===== src/cipm_pkg.sv =====
// Package for the CPU idle power-mode controller.
// Holds the sizes, command and register codes, and the types shared between modules.
// Depends on nothing.
`default_nettype none

package cipm_pkg;

  localparam int NUM_CPUS  = 8;
  localparam int NUM_MODES = 4;

  localparam int CPU_IDX_W  = (NUM_CPUS > 1) ? $clog2(NUM_CPUS) : 1;
  localparam int MODE_IDX_W = (NUM_MODES > 1) ? $clog2(NUM_MODES) : 1;

  typedef enum logic [1:0] {
    CMD_ENTER   = 2'd0,
    CMD_EXIT    = 2'd1,
    CMD_DISABLE = 2'd2,
    CMD_ENABLE  = 2'd3
  } cmd_e;

  typedef enum logic [1:0] {
    KIND_PLAIN   = 2'd0,
    KIND_CLUSTER = 2'd1,
    KIND_SYSTEM  = 2'd2,
    KIND_OTHER   = 2'd3
  } kind_e;

  typedef enum logic [2:0] {
    REG_SIBLINGS      = 3'd0,
    REG_ENTRY_ALLOWED = 3'd1,
    REG_RESIDENCY     = 3'd2,
    REG_PSCI_CODE     = 3'd3,
    REG_KIND          = 3'd4,
    REG_ONLINE        = 3'd5,
    REG_CLUSTER_MAP   = 3'd6
  } cfg_reg_e;

  localparam logic [7:0] COUNT_MAX = 8'hFF;

  typedef struct packed {
    logic [31:0] mode_siblings;
    logic [31:0] mode_entry_allowed;
    logic [63:0] mode_residency;
    logic [63:0] mode_psci_code;
    logic [7:0]  mode_kind;
    logic [7:0]  online_mask;
    logic [15:0] cpu_cluster_map;
  } cfg_t;

  typedef struct packed {
    logic [1:0]  cmd;
    logic [2:0]  cpu;
    logic [31:0] base_index;
    logic [15:0] sleep_length;
    logic        cancel;
    logic [1:0]  mode_type;
    logic        system_refused;
  } req_t;

  typedef struct packed {
    logic [31:0] result_index;
    logic [3:0]  entered_modes;
    logic [3:0]  exited_modes;
    logic [7:0]  wake_cpus;
    logic        core_off;
    logic        core_on;
    logic        cluster_off;
    logic        cluster_on;
    logic [1:0]  cluster_number;
    logic        system_enter;
    logic        system_exit;
    logic        exit_cancelled;
  } rsp_t;

endpackage

`default_nettype wire


===== src/cipm_if.sv =====
// Channel interfaces of the CPU idle power-mode controller: request, response and
// configuration write. Each has a source and a sink modport. No package dependency.
`default_nettype none

interface cipm_req_if;
  logic        valid;
  logic        ready;
  logic [1:0]  cmd;
  logic [2:0]  cpu;
  logic [31:0] base_index;
  logic [15:0] sleep_length;
  logic        cancel;
  logic [1:0]  mode_type;
  logic        system_refused;

  modport source (output valid, cmd, cpu, base_index, sleep_length, cancel, mode_type,
                  system_refused, input ready);
  modport sink (input valid, cmd, cpu, base_index, sleep_length, cancel, mode_type,
                system_refused, output ready);
endinterface

interface cipm_rsp_if;
  logic        valid;
  logic        ready;
  logic [31:0] result_index;
  logic [3:0]  entered_modes;
  logic [3:0]  exited_modes;
  logic [7:0]  wake_cpus;
  logic        core_off;
  logic        core_on;
  logic        cluster_off;
  logic        cluster_on;
  logic [1:0]  cluster_number;
  logic        system_enter;
  logic        system_exit;
  logic        exit_cancelled;

  modport source (output valid, result_index, entered_modes, exited_modes, wake_cpus,
                  core_off, core_on, cluster_off, cluster_on, cluster_number,
                  system_enter, system_exit, exit_cancelled, input ready);
  modport sink (input valid, result_index, entered_modes, exited_modes, wake_cpus,
                core_off, core_on, cluster_off, cluster_on, cluster_number,
                system_enter, system_exit, exit_cancelled, output ready);
endinterface

interface cipm_cfg_if;
  logic        valid;
  logic        ready;
  logic [2:0]  index;
  logic [63:0] data;

  modport source (output valid, index, data, input ready);
  modport sink (input valid, index, data, output ready);
endinterface

`default_nettype wire


===== src/cpu_idle_power_mode_controller.sv =====
// Top level of the CPU idle power-mode controller: request register, configuration
// registers and decision stage. Depends on cipm_pkg, cipm_if, cipm_cfg_regs, cipm_engine.
//
//   channel  direction  content
//   req      in         cmd, cpu, base_index, sleep_length, cancel, mode_type,
//                       system_refused
//   rsp      out        result_index, entered/exited modes, wake_cpus, power actions
//   cfg      in         index, data (seven registers, always ready)
//
// A request is registered in the request register on acceptance and its response in the
// response register; one request is taken every cycle unless the response stalls.
// The decision logic between the request and response registers sets this rate.
// A stalled response holds the decision stage; the request register, if empty, still takes one
// more request. Reset is synchronous and clears all cpu and mode state at once.
`default_nettype none

module cpu_idle_power_mode_controller
  import cipm_pkg::*;
(
  input  wire logic  clk,
  input  wire logic  rst,
  cipm_req_if.sink   req,
  cipm_rsp_if.source rsp,
  cipm_cfg_if.sink   cfg
);

  cfg_t regs;
  req_t item;
  logic item_valid;
  logic advance;
  logic out_valid;
  rsp_t out_rsp;

  assign req.ready = !item_valid || advance;

  always_ff @(posedge clk) begin
    if (rst) begin
      item_valid <= 1'b0;
    end else if (req.ready) begin
      item_valid <= req.valid;
    end
  end

  always_ff @(posedge clk) begin
    if (req.valid && req.ready) begin
      item.cmd            <= req.cmd;
      item.cpu            <= req.cpu;
      item.base_index     <= req.base_index;
      item.sleep_length   <= req.sleep_length;
      item.cancel         <= req.cancel;
      item.mode_type      <= req.mode_type;
      item.system_refused <= req.system_refused;
    end
  end

  cipm_cfg_regs u_cfg_regs (
    .clk  (clk),
    .rst  (rst),
    .cfg  (cfg),
    .regs (regs)
  );

  cipm_engine u_engine (
    .clk        (clk),
    .rst        (rst),
    .item_valid (item_valid),
    .item       (item),
    .regs       (regs),
    .out_ready  (rsp.ready),
    .advance    (advance),
    .out_valid  (out_valid),
    .out_rsp    (out_rsp)
  );

  assign rsp.valid          = out_valid;
  assign rsp.result_index   = out_rsp.result_index;
  assign rsp.entered_modes  = out_rsp.entered_modes;
  assign rsp.exited_modes   = out_rsp.exited_modes;
  assign rsp.wake_cpus      = out_rsp.wake_cpus;
  assign rsp.core_off       = out_rsp.core_off;
  assign rsp.core_on        = out_rsp.core_on;
  assign rsp.cluster_off    = out_rsp.cluster_off;
  assign rsp.cluster_on     = out_rsp.cluster_on;
  assign rsp.cluster_number = out_rsp.cluster_number;
  assign rsp.system_enter   = out_rsp.system_enter;
  assign rsp.system_exit    = out_rsp.system_exit;
  assign rsp.exit_cancelled = out_rsp.exit_cancelled;

endmodule

`default_nettype wire


===== src/cipm_cfg_regs.sv =====
// Configuration register file of the CPU idle power-mode controller.
// Depends on cipm_pkg and the cipm_cfg_if interface.
`default_nettype none

module cipm_cfg_regs
  import cipm_pkg::*;
(
  input  wire logic clk,
  input  wire logic rst,
  cipm_cfg_if.sink  cfg,
  output cfg_t      regs
);

  cfg_t regs_next;

  assign cfg.ready = 1'b1;

  always_comb begin
    regs_next = regs;
    if (cfg.valid) begin
      case (cfg.index)
        REG_SIBLINGS:      regs_next.mode_siblings      = cfg.data[31:0];
        REG_ENTRY_ALLOWED: regs_next.mode_entry_allowed = cfg.data[31:0];
        REG_RESIDENCY:     regs_next.mode_residency     = cfg.data;
        REG_PSCI_CODE:     regs_next.mode_psci_code     = cfg.data;
        REG_KIND:          regs_next.mode_kind          = cfg.data[7:0];
        REG_ONLINE:        regs_next.online_mask        = cfg.data[7:0];
        REG_CLUSTER_MAP:   regs_next.cpu_cluster_map    = cfg.data[15:0];
        default:           regs_next = regs;
      endcase
    end
  end

  always_ff @(posedge clk) begin
    if (rst) begin
      regs.mode_siblings      <= '0;
      regs.mode_entry_allowed <= '0;
      regs.mode_residency     <= '0;
      regs.mode_psci_code     <= '0;
      regs.mode_kind          <= '0;
      regs.online_mask        <= 8'hFF;
      regs.cpu_cluster_map    <= '0;
    end else begin
      regs <= regs_next;
    end
  end

endmodule

`default_nettype wire


===== src/cipm_engine.sv =====
// Decision stage of the CPU idle power-mode controller: per-cpu and per-mode state,
// the entry, exit and disable checks, and the response register.
// Depends on cipm_pkg.
`default_nettype none

module cipm_engine
  import cipm_pkg::*;
(
  input  wire logic clk,
  input  wire logic rst,
  input  wire logic item_valid,
  input  req_t      item,
  input  cfg_t      regs,
  input  wire logic out_ready,
  output logic      advance,
  output logic      out_valid,
  output rsp_t      out_rsp
);

  logic                 cpu_down [NUM_CPUS];
  logic [15:0]          cpu_sleep [NUM_CPUS];
  logic [NUM_MODES-1:0] mode_down;
  logic [7:0]           mode_count [NUM_MODES];

  logic [NUM_MODES-1:0] mode_down_next;
  logic [7:0]           mode_count_next [NUM_MODES];
  rsp_t                 rsp_next;

  logic [CPU_IDX_W-1:0] cpu_idx;
  logic                 in_range;
  logic                 is_enter;
  logic                 is_exit;

  assign advance  = item_valid && (!out_valid || out_ready);
  assign cpu_idx  = item.cpu[CPU_IDX_W-1:0];
  assign in_range = (int'(item.cpu) < NUM_CPUS);
  assign is_enter = in_range && (item.cmd == CMD_ENTER);
  assign is_exit  = in_range && (item.cmd == CMD_EXIT);

  always_comb begin
    logic [NUM_CPUS-1:0]  members;
    logic [NUM_CPUS-1:0]  allowed;
    logic [NUM_CPUS-1:0]  wake;
    logic [NUM_MODES-1:0] entered;
    logic [NUM_MODES-1:0] exited;
    logic [15:0]          residency;
    logic [1:0]           kind;
    logic                 sib_ok;
    logic                 down_c;
    logic [15:0]          sleep_c;

    rsp_next        = '0;
    mode_down_next  = mode_down;
    mode_count_next = mode_count;
    wake            = '0;
    entered         = '0;
    exited          = '0;

    if (in_range) begin
      rsp_next.cluster_number = regs.cpu_cluster_map[2*cpu_idx +: 2];
    end
    if (is_enter) begin
      rsp_next.core_off     = 1'b1;
      rsp_next.result_index = item.base_index;
    end
    if (is_exit) begin
      rsp_next.core_on = 1'b1;
    end

    for (int m = 0; m < NUM_MODES; m++) begin
      members   = regs.mode_siblings[8*m +: NUM_CPUS];
      allowed   = regs.mode_entry_allowed[8*m +: NUM_CPUS];
      residency = regs.mode_residency[16*m +: 16];
      kind      = regs.mode_kind[2*m +: 2];

      sib_ok = 1'b1;
      for (int c = 0; c < NUM_CPUS; c++) begin
        down_c  = cpu_down[c] || (is_enter && (cpu_idx == CPU_IDX_W'(c)));
        sleep_c = (is_enter && (cpu_idx == CPU_IDX_W'(c))) ? item.sleep_length
                                                            : cpu_sleep[c];
        if (members[c] && regs.online_mask[c] && (!down_c || (sleep_c < residency))) begin
          sib_ok = 1'b0;
        end
      end

      if (is_enter && members[cpu_idx] && (mode_count[m] == 8'd0) && allowed[cpu_idx]
          && sib_ok && !((kind == KIND_SYSTEM) && item.system_refused)) begin
        entered[m]        = 1'b1;
        mode_down_next[m] = 1'b1;
        rsp_next.result_index = rsp_next.result_index
                                | {16'd0, regs.mode_psci_code[16*m +: 16]};
        if (kind == KIND_CLUSTER) begin
          rsp_next.cluster_off = 1'b1;
        end
        if (kind == KIND_SYSTEM) begin
          rsp_next.system_enter = 1'b1;
        end
      end

      if (is_exit && members[cpu_idx] && mode_down[m]) begin
        exited[m]         = 1'b1;
        mode_down_next[m] = 1'b0;
        if (kind == KIND_CLUSTER) begin
          rsp_next.cluster_on = 1'b1;
        end
        if (kind == KIND_SYSTEM) begin
          rsp_next.system_exit    = 1'b1;
          rsp_next.exit_cancelled = item.cancel;
        end
      end

      if (in_range && members[cpu_idx] && (kind == item.mode_type)) begin
        if ((item.cmd == CMD_DISABLE) && (mode_count[m] != COUNT_MAX)) begin
          mode_count_next[m] = mode_count[m] + 8'd1;
          if (mode_count[m] == 8'd0) begin
            wake = wake | (members & regs.online_mask[NUM_CPUS-1:0]);
          end
        end else if ((item.cmd == CMD_ENABLE) && (mode_count[m] != 8'd0)) begin
          mode_count_next[m] = mode_count[m] - 8'd1;
        end
      end
    end

    rsp_next.entered_modes = 4'(entered);
    rsp_next.exited_modes  = 4'(exited);
    rsp_next.wake_cpus     = 8'(wake);
  end

  always_ff @(posedge clk) begin
    if (rst) begin
      for (int c = 0; c < NUM_CPUS; c++) begin
        cpu_down[c]  <= 1'b0;
        cpu_sleep[c] <= '0;
      end
      for (int m = 0; m < NUM_MODES; m++) begin
        mode_count[m] <= '0;
      end
      mode_down <= '0;
      out_valid <= 1'b0;
    end else begin
      if (advance) begin
        if (is_enter) begin
          cpu_down[cpu_idx]  <= 1'b1;
          cpu_sleep[cpu_idx] <= item.sleep_length;
        end
        if (is_exit) begin
          cpu_down[cpu_idx] <= 1'b0;
        end
        mode_down  <= mode_down_next;
        mode_count <= mode_count_next;
        out_valid  <= 1'b1;
      end else if (out_ready) begin
        out_valid <= 1'b0;
      end
    end
  end

  always_ff @(posedge clk) begin
    if (advance) begin
      out_rsp <= rsp_next;
    end
  end

endmodule

`default_nettype wire


===== src/flat_wrapper.sv =====
// flat-port wrapper written by rule: the top's interface ports become plain ports
module cpu_idle_power_mode_controller_flat import cipm_pkg::*;
  (clk, rst, req_valid, req_cmd, req_cpu, req_base_index, req_sleep_length, req_cancel, req_mode_type, req_system_refused, req_ready, rsp_valid, rsp_result_index, rsp_entered_modes, rsp_exited_modes, rsp_wake_cpus, rsp_core_off, rsp_core_on, rsp_cluster_off, rsp_cluster_on, rsp_cluster_number, rsp_system_enter, rsp_system_exit, rsp_exit_cancelled, rsp_ready, cfg_valid, cfg_index, cfg_data, cfg_ready);
  cipm_req_if req_i ();
  cipm_rsp_if rsp_i ();
  cipm_cfg_if cfg_i ();
  input  wire logic clk;
  input  wire logic rst;
  input wire logic [$bits(req_i.valid)-1:0] req_valid;
  input wire logic [$bits(req_i.cmd)-1:0] req_cmd;
  input wire logic [$bits(req_i.cpu)-1:0] req_cpu;
  input wire logic [$bits(req_i.base_index)-1:0] req_base_index;
  input wire logic [$bits(req_i.sleep_length)-1:0] req_sleep_length;
  input wire logic [$bits(req_i.cancel)-1:0] req_cancel;
  input wire logic [$bits(req_i.mode_type)-1:0] req_mode_type;
  input wire logic [$bits(req_i.system_refused)-1:0] req_system_refused;
  output wire logic [$bits(req_i.ready)-1:0] req_ready;
  output wire logic [$bits(rsp_i.valid)-1:0] rsp_valid;
  output wire logic [$bits(rsp_i.result_index)-1:0] rsp_result_index;
  output wire logic [$bits(rsp_i.entered_modes)-1:0] rsp_entered_modes;
  output wire logic [$bits(rsp_i.exited_modes)-1:0] rsp_exited_modes;
  output wire logic [$bits(rsp_i.wake_cpus)-1:0] rsp_wake_cpus;
  output wire logic [$bits(rsp_i.core_off)-1:0] rsp_core_off;
  output wire logic [$bits(rsp_i.core_on)-1:0] rsp_core_on;
  output wire logic [$bits(rsp_i.cluster_off)-1:0] rsp_cluster_off;
  output wire logic [$bits(rsp_i.cluster_on)-1:0] rsp_cluster_on;
  output wire logic [$bits(rsp_i.cluster_number)-1:0] rsp_cluster_number;
  output wire logic [$bits(rsp_i.system_enter)-1:0] rsp_system_enter;
  output wire logic [$bits(rsp_i.system_exit)-1:0] rsp_system_exit;
  output wire logic [$bits(rsp_i.exit_cancelled)-1:0] rsp_exit_cancelled;
  input wire logic [$bits(rsp_i.ready)-1:0] rsp_ready;
  input wire logic [$bits(cfg_i.valid)-1:0] cfg_valid;
  input wire logic [$bits(cfg_i.index)-1:0] cfg_index;
  input wire logic [$bits(cfg_i.data)-1:0] cfg_data;
  output wire logic [$bits(cfg_i.ready)-1:0] cfg_ready;
  assign req_i.valid = req_valid;
  assign req_i.cmd = req_cmd;
  assign req_i.cpu = req_cpu;
  assign req_i.base_index = req_base_index;
  assign req_i.sleep_length = req_sleep_length;
  assign req_i.cancel = req_cancel;
  assign req_i.mode_type = req_mode_type;
  assign req_i.system_refused = req_system_refused;
  assign req_ready = req_i.ready;
  assign rsp_valid = rsp_i.valid;
  assign rsp_result_index = rsp_i.result_index;
  assign rsp_entered_modes = rsp_i.entered_modes;
  assign rsp_exited_modes = rsp_i.exited_modes;
  assign rsp_wake_cpus = rsp_i.wake_cpus;
  assign rsp_core_off = rsp_i.core_off;
  assign rsp_core_on = rsp_i.core_on;
  assign rsp_cluster_off = rsp_i.cluster_off;
  assign rsp_cluster_on = rsp_i.cluster_on;
  assign rsp_cluster_number = rsp_i.cluster_number;
  assign rsp_system_enter = rsp_i.system_enter;
  assign rsp_system_exit = rsp_i.system_exit;
  assign rsp_exit_cancelled = rsp_i.exit_cancelled;
  assign rsp_i.ready = rsp_ready;
  assign cfg_i.valid = cfg_valid;
  assign cfg_i.index = cfg_index;
  assign cfg_i.data = cfg_data;
  assign cfg_ready = cfg_i.ready;
  cpu_idle_power_mode_controller u_core (.clk(clk), .rst(rst), .req(req_i), .rsp(rsp_i), .cfg(cfg_i));
endmodule

===== config.mk =====
export PLATFORM = sky130hd
export DESIGN_NAME = cpu_idle_power_mode_controller_flat
export DESIGN_NICKNAME = d
export VERILOG_FILES = /design/src/cipm_pkg.sv /design/src/cipm_if.sv /design/src/cpu_idle_power_mode_controller.sv /design/src/cipm_cfg_regs.sv /design/src/cipm_engine.sv /design/src/flat_wrapper.sv
export SDC_FILE = /design/constraint.sdc
export NUM_CORES = 2
export LEC_CHECK = 0
export BUFFER_PORTS_ARGS = -buffer_cell sky130_fd_sc_hd__buf_2
export CAP_MARGIN = 20
export CORE_ASPECT_RATIO = 1.75
export CORE_MARGIN = 8
export CORE_UTILIZATION = 35
export DETAILED_ROUTE_END_ITERATION = 12
export GPL_TIMING_DRIVEN = 1
export MAX_ROUTING_LAYER = met4
export PLACE_DENSITY = 0.53
export SYNTH_ARGS = -nofsm -noshare
export SYNTH_HDL_FRONTEND = slang
export SYNTH_SLANG_ARGS = --single-unit

===== constraint.sdc =====
create_clock -name clk -period 4.5 [get_ports clk]
set_input_delay 0 -clock clk [delete_from_list [all_inputs] [get_ports clk]]
set_output_delay 0 -clock clk [all_outputs]
set_load 0.01 [all_outputs]

# After elaboration in Yosys (flattened, before gate mapping)
# Memories as Yosys holds them, arrays and structs flattened.
# Index checks and enable logic that the tools add are counted.
# classes
addsub,8
n_lt_le_gt_ge,33
n_eq_ne,32
n_shift,1
muxes,147
bitwise,12
reduce_logical,211
# op_table
operator,count
$lt A16 B16 Y1,32
$mux W32,5
$mux W8,20
$mux W16,9
$or A32 B16 Y32,4
$logic_and A1 B1 Y1,118
$mux W1,95
$logic_or A1 B1 Y1,42
$add A8 B1 Y8 const B,4
$and A8 B8 Y8,4
$logic_not A8 Y1,4
$ne A8 B8 Y1 const B,4
$reduce_bool A8 Y1,4
$sub A8 B1 Y8 const B,4
$bmux W1 S3,8
$or A8 B8 Y8,3
$reduce_and A2 Y1,11
$eq A3 B3 Y1 const B,7
$reduce_bool A2 Y1,9
$mux W2,8
$reduce_or A16 Y1,1
$shiftx A16 B5 Y2,1
$logic_not A1 Y1,14
$eq A2 B2 Y1 const B,6
other kinds (11),27
# totals
reg_bits,376
mem_bits_rw,136
inputBits,129
output_inout_bits,60
word_cells,482
memories,2
# memory_table
name,depth,word_bits,read_ports,rd_ports_with_merged_regs,wr,line_no,rtl
u_core.u_engine.cpu_sleep,8,16,8,0,8,cipm_engine.sv:21,logic [15:0] cpu_sleep [NUM_CPUS];
u_core.u_engine.cpu_down,8,1,8,0,8,cipm_engine.sv:20,logic cpu_down [NUM_CPUS];

# Depth between registers and ports, before layout
# logic_depth
ltp_word,23
mapped_depth,18
ltp_nobuf,13

# By module
# A second synthesis with hierarchy kept.
# hier_totals
cells_unflattened,3315
area_unflattened_um2,34480.6
# modules_own_cells
mod,n_inst,cells_each,area_per_inst_um2,seq_area_each_um2
cipm_engine,1,2436,23762.8,6536.3
cipm_cfg_regs,1,817,8951.1,4484.3
cpu_idle_power_mode_controller,1,62,1766.7,1731.7

# Least setup slack after synthesis
# Ideal clock, no wire load.
# synth_timing
path_kind,register to register
from,"reg, netlist name u_core.item[53]"
to,"reg, netlist name u_core.u_engine.out_rsp[31]"
setup_time_ps,132
t_arrival_ps,4141
required_ps,4368
path_slack_ps,227
stages_incl_launch_ff,18
path_buffers,4
period_less_slack_ps,4273
cell_sequence,edfxtp_1 > buf_4 > nor3b_2 > buf_4 > nand2_1 > clkbuf_1 > mux2_2 > ha_1 > o21ai_0 > a2111o_1 > a311o_1 > a21oi_1 > nor3_1 > a211o_1 > nor4_4 > buf_2 > a222oi_1 > nand2_1

# Final worst setup path
# layout_timing
from,"reg, netlist name u_core.item[53]"
to,reg u_core.u_engine.mode_down[3]
# layout_between
elab_chain_len,18
elab_cells_between_ends,86
cone_classes,order compare: 8; eq/ne: 7; mux: 21; reduce/logical: 50
# layout_rtl
item,line_no,rtl
$logic_not A3 Y1,"cipm_engine.sv:78, cipm_engine.sv:79",
$logic_and A1 B1 Y1,"cipm_engine.sv:78, cipm_engine.sv:79",
$mux W16 or $logic_or A1 B1 Y1 (tied branches),"cipm_engine.sv:79, cipm_engine.sv:78",
$lt A16 B16 Y1 or $logic_not A1 Y1 (tied branches),cipm_engine.sv:81,if (members[c] && regs.online_mask[c] && (!down_c || (sleep_c < residency))) begin
$logic_or A1 B1 Y1,cipm_engine.sv:81,
$logic_and A1 B1 Y1,cipm_engine.sv:81,
$mux W1 (8 in series),cipm_engine.sv:81,
$logic_and A1 B1 Y1 (2 in series),cipm_engine.sv:87,&& sib_ok && !((kind == KIND_SYSTEM) && item.system_refused)) begin
$reduce_bool A2 Y1 (no line),-,
$reduce_and A2 Y1 (no line),-,
to (signal assigned),cipm_engine.sv:149,mode_down <= mode_down_next;
to (decl),cipm_engine.sv:22,logic [NUM_MODES-1:0] mode_down;
# Parallel ways exist; a longest one is shown, timed or not. The select of a mux whose other input is x is not followed.
# A chain may end at the register's enable or synchronous reset.

==> flow_summary.toml <==
[run_status]
status = "finished, violations left"
violations = "negative setup slack"

[placement]
place.detailed.instances = 5120
place_area_mm2 = 0.03819
pre_cts_slack_ns = -0.1782
place.gp.congestion = 1.098
dp_hpwl_mm = 122.1
numPortBuffers = 187

[worst_setup_path]
end_kind = "register"
rr_worst_depth = 22
endpoint = "u_core.u_engine.mode_down[3]"
reg2reg_slack_ns = -0.18
path_class = "register to register"
r2r-end = "u_core.u_engine.mode_down[3]"
cp_max_fo = 7
r2r-start = "u_core.item[53]"
crit_path_start = "u_core.item[53]"
crit_required_ns = 5.09
crit_arrival_ns = 5.27
critPathLaunchType = "register"

[die]
die_w_um = 249.0
io_pins = 189
die_h_um = 423.8
initial_core_util_pct = 35.26
fp.dieArea_mm2 = 0.1056
rows = 149
design.core.area_mm2 = 0.09433

[logic_synthesis]
synth-edff-count = 250
synthArstFlopShare_pct = 0
ys_ff_latch = 512
synth_flop_cell = "dfxtp_1"
synth_fp_nets = 4138
ys_seq_area_share_pct = 38.34
synth.distinct_cells = 91
postSynthCellCount = 3501
syn_area_mm2 = 0.03326
syn_area_per_cell_um2 = 9.501
yosysWarningCount = 0

[power]
power.switching_uw = 3435
clock_power_share_pct = 37.8
pwr-share-seq_pct = 44.5
leakagePower_uw = 0.01680
power_switching_share_pct = 29.76
p_per_area_mw_per_mm2 = 274.6
comb_power_share_pct = 17.7
vdd_drop_max_mv = 0.3420
power.internal_uw = 8108

[global_route]
grt_pass1_vias = 31750
overflow = 0
grt_pass1_wl_mm = 226.9
groute.usage.overall_pct = 30.64
antenna_found_initial = 11
grt_max_degree = 103

[final_layout]
layout-drive-gt1-share_pct = 21.35
finalNetCount = 4764
fin_cells = 5388
fin_util_pct = 44.55
syn_to_final_growth_pct = 26.35
design_area_mm2 = 0.04203

[routing]
drt-wirelength-per-cell_um = 29.98
num_vias = 31488
ant_nets = 0
drtPass1Iterations = 9
viasPerCell = 5.844
drt-initial-drc-count = 2798
drc = 0
wl_mm = 161.5

[sta]
fin_ws_ns = -0.1777
setup_viol_count_final = 18
maxSlewViolCount = 0
period_needed_ns = 4.678
tightestPinTransition_ns = 1.297
clock.fmax_mhz = 213.8
max-slew-margin-rel_pct = 11.30
finClkSkew_ns = 0.04795
period_share_pct = 103.9
rsz0062_at_grt = "yes"
hold_ws_ns = 0.01422
finalHoldViolCount = 0

[clock_tree]
cts.htree.levels = 2
cts_buffers = 50
cts.sinks = 512
root_buffer = "clkbuf_16"
clk_latency_ns = 0.70
clkSlewWorstSetupHoldPaths_ns = 0.07
clockBufferDepth = 3
cts_tree = "done"

[job]
drv_cap = 0

[min_path]
hold_path_class = "input pin to register"
## metrics by stage
step,TNS (ns),total power [uW]
2_1_floorplan,0,6135
3_3_place_gp,-7.637,7055
3_5_place_dp,-3.087,7065
4_1_cts,0,11500
5_1_grt,-3.027,11890
6_report,-2.598,11540
## area by class of cell
class                           instances  area (um^2)
Antenna cell                           11        27.53
Clock buffer                           74         1454
Clock inverter                         20        167.7
Fill cell                            9286        52300
Inverter                               87        327.8
Multi-Input combinational cell       2763        20130
Sequential cell                       512        12750
Tap cell                             1208         1511
Timing Repair Buffer                  713         5659
## power by group through the flow
stage / Combinational (uW) / Clock (uW) / Sequential [uW]
2_1_floorplan: 940 / 0 / 5190
3_3_place_gp: 1820 / 0 / 5230
3_5_place_dp: 1830 / 0 / 5230
4_1_cts: 1940 / 4430 / 5130
5_1_grt: 2180 / 4560 / 5140
6_report: 2040 / 4370 / 5140
## kinds of logic (layout without fill, tap and decap cells)
| logic type | count (synthesis) | in the layout | synth area share, % |
|---|---|---|---|
| compound gates | 875 | 875 | 16.52 |
| simple gates | 1187 | 1187 | 16.98 |
| other cells | 1 | 12 | 0.01127 |
| flops | 512 | 512 | 38.34 |
| xor+xnor | 38 | 38 | 1.001 |
| buf+inv | 226 | 894 | 2.723 |
| mux | 154 | 154 | 5.228 |
| fa+ha+maj | 508 | 508 | 19.20 |
## synth_stat cells, drive strengths merged (20+ instances only)
library cell	count	area, um^2
nor2b	29	181.4
o21ai	127	635.6
and2	142	888.4
a21oi	402	2023
buf	27	158.9
xnor2	24	210.2
a211oi	39	312.8
clkbuf	112	420.4
nand3	55	275.3
mux2i	23	230.2
nand2	584	2192
inv	86	322.8
nor3	44	242.7
a21o	56	420.4
mux2	128	1441
dfxtp	262	5245
ha	504	6306
edfxtp	250	7507
nor2	148	555.5
nand4	69	431.7
nor4	29	226.5
o2111ai	20	175.2
a22oi	39	292.8
## critical path, stage by stage, from the launching register on
cell       delay [ns]
edfxtp_1         0.41
buf_6            0.14
nor3_4           0.20
buf_4            0.15
nand2_2          0.07
buf_12           0.16
buf_12           0.16
mux2_4           0.34
ha_1             0.31
nand4_1          0.13
nor2_1           0.13
buf_4            0.16
nand3_2          0.09
buf_6            0.15
a311oi_2         0.30
buf_4            0.24
o2111ai_4        0.12
a211o_4          0.41
nor4_4           0.27
buf_6            0.20
buf_12           0.15
a21oi_4          0.05
a211oi_2         0.19
## cells in the final DEF, fill, tap and decap left out, drive strengths merged, types with 14 or more instances in the layout
| cell | Yosys | routed |
|---|---|---|
| inv | 86 | 89 |
| o21a | 15 | 15 |
| xnor2 | 24 | 24 |
| nand2 | 584 | 584 |
| clkbuf | 112 | 75 |
| xor2 | 14 | 14 |
| nor2b | 29 | 29 |
| nand3 | 55 | 55 |
| a22oi | 39 | 39 |
| nand2b | 16 | 16 |
| a211oi | 39 | 39 |
| mux2 | 128 | 128 |
| dlygate4sd3 | 0 | 132 |
| edfxtp | 250 | 250 |
| o211ai | 16 | 16 |
| a21oi | 402 | 402 |
| nor2 | 148 | 148 |
| ha | 504 | 504 |
| a222oi | 16 | 16 |
| mux2i | 23 | 23 |
| and2 | 142 | 142 |
| dfxtp | 262 | 262 |
| a21o | 56 | 56 |
| o21ai | 127 | 127 |
| o2111ai | 20 | 20 |
| buf | 27 | 580 |
| nand4 | 69 | 69 |
| a2111oi | 15 | 15 |
| nor4 | 29 | 29 |
| nor3 | 44 | 44 |
## timing repair
| item | CTS | global route |
|---|---|---|
| setup endpoints to repair | 21 | 25 |
| pin swaps | 9 | 28 |
| hold buffers | 132 | 0 |
| gates cloned | 2 | 1 |
| setup buffers | 5 | 24 |
| gates resized for setup | 24 | 84 |
| hold endpoints to repair | 292 | 0 |
## worst min path at each step
| stage | to | slack (ns) | start | cells after the start |
|---|---|---|---|---|
| after CTS | u_core.item[10] | 0.006 | req_sleep_length[6] | 2 |
| final | u_core.item[10] | 0.01 | req_sleep_length[6] | 2 |
| after global placement | u_core.item[46] | 0.18 | req_base_index[26] | 1 |
| after detailed placement | u_core.item[41] | 0.18 | req_base_index[21] | 1 |
| after floorplan | u_core.item[0] | 0.1 | req_system_refused | 0 |
| after global routing | u_core.item[9] | 0.02 | req_sleep_length[5] | 2 |
## per-layer routing
layer | GRT usage (%) | wire length, um | vias up
li1 | - | - | 14279
met1 | 30.11 | 55410 | 15130
met2 | 51.06 | 76610 | 1444
met3 | 5.736 | 9929 | 635
met4 | 28.54 | 19560 | 0
met5 | - | 0 | -
## registers in the layout, indices dropped and copies added (netlist names)
| name | cells |
|---|---|
| u_core.u_cfg_regs.regs | 224 |
| u_core.u_engine.cpu_sleep | 128 |
| u_core.item | 57 |
| u_core.u_engine.out_rsp | 57 |
| u_core.u_engine.mode_count | 32 |
| u_core.u_engine.cpu_down | 8 |
| u_core.u_engine.mode_down | 4 |
| u_core.item_valid | 1 |
| u_core.u_engine.out_valid | 1 |
No activity file was read; power rests on OpenSTA's default activity.
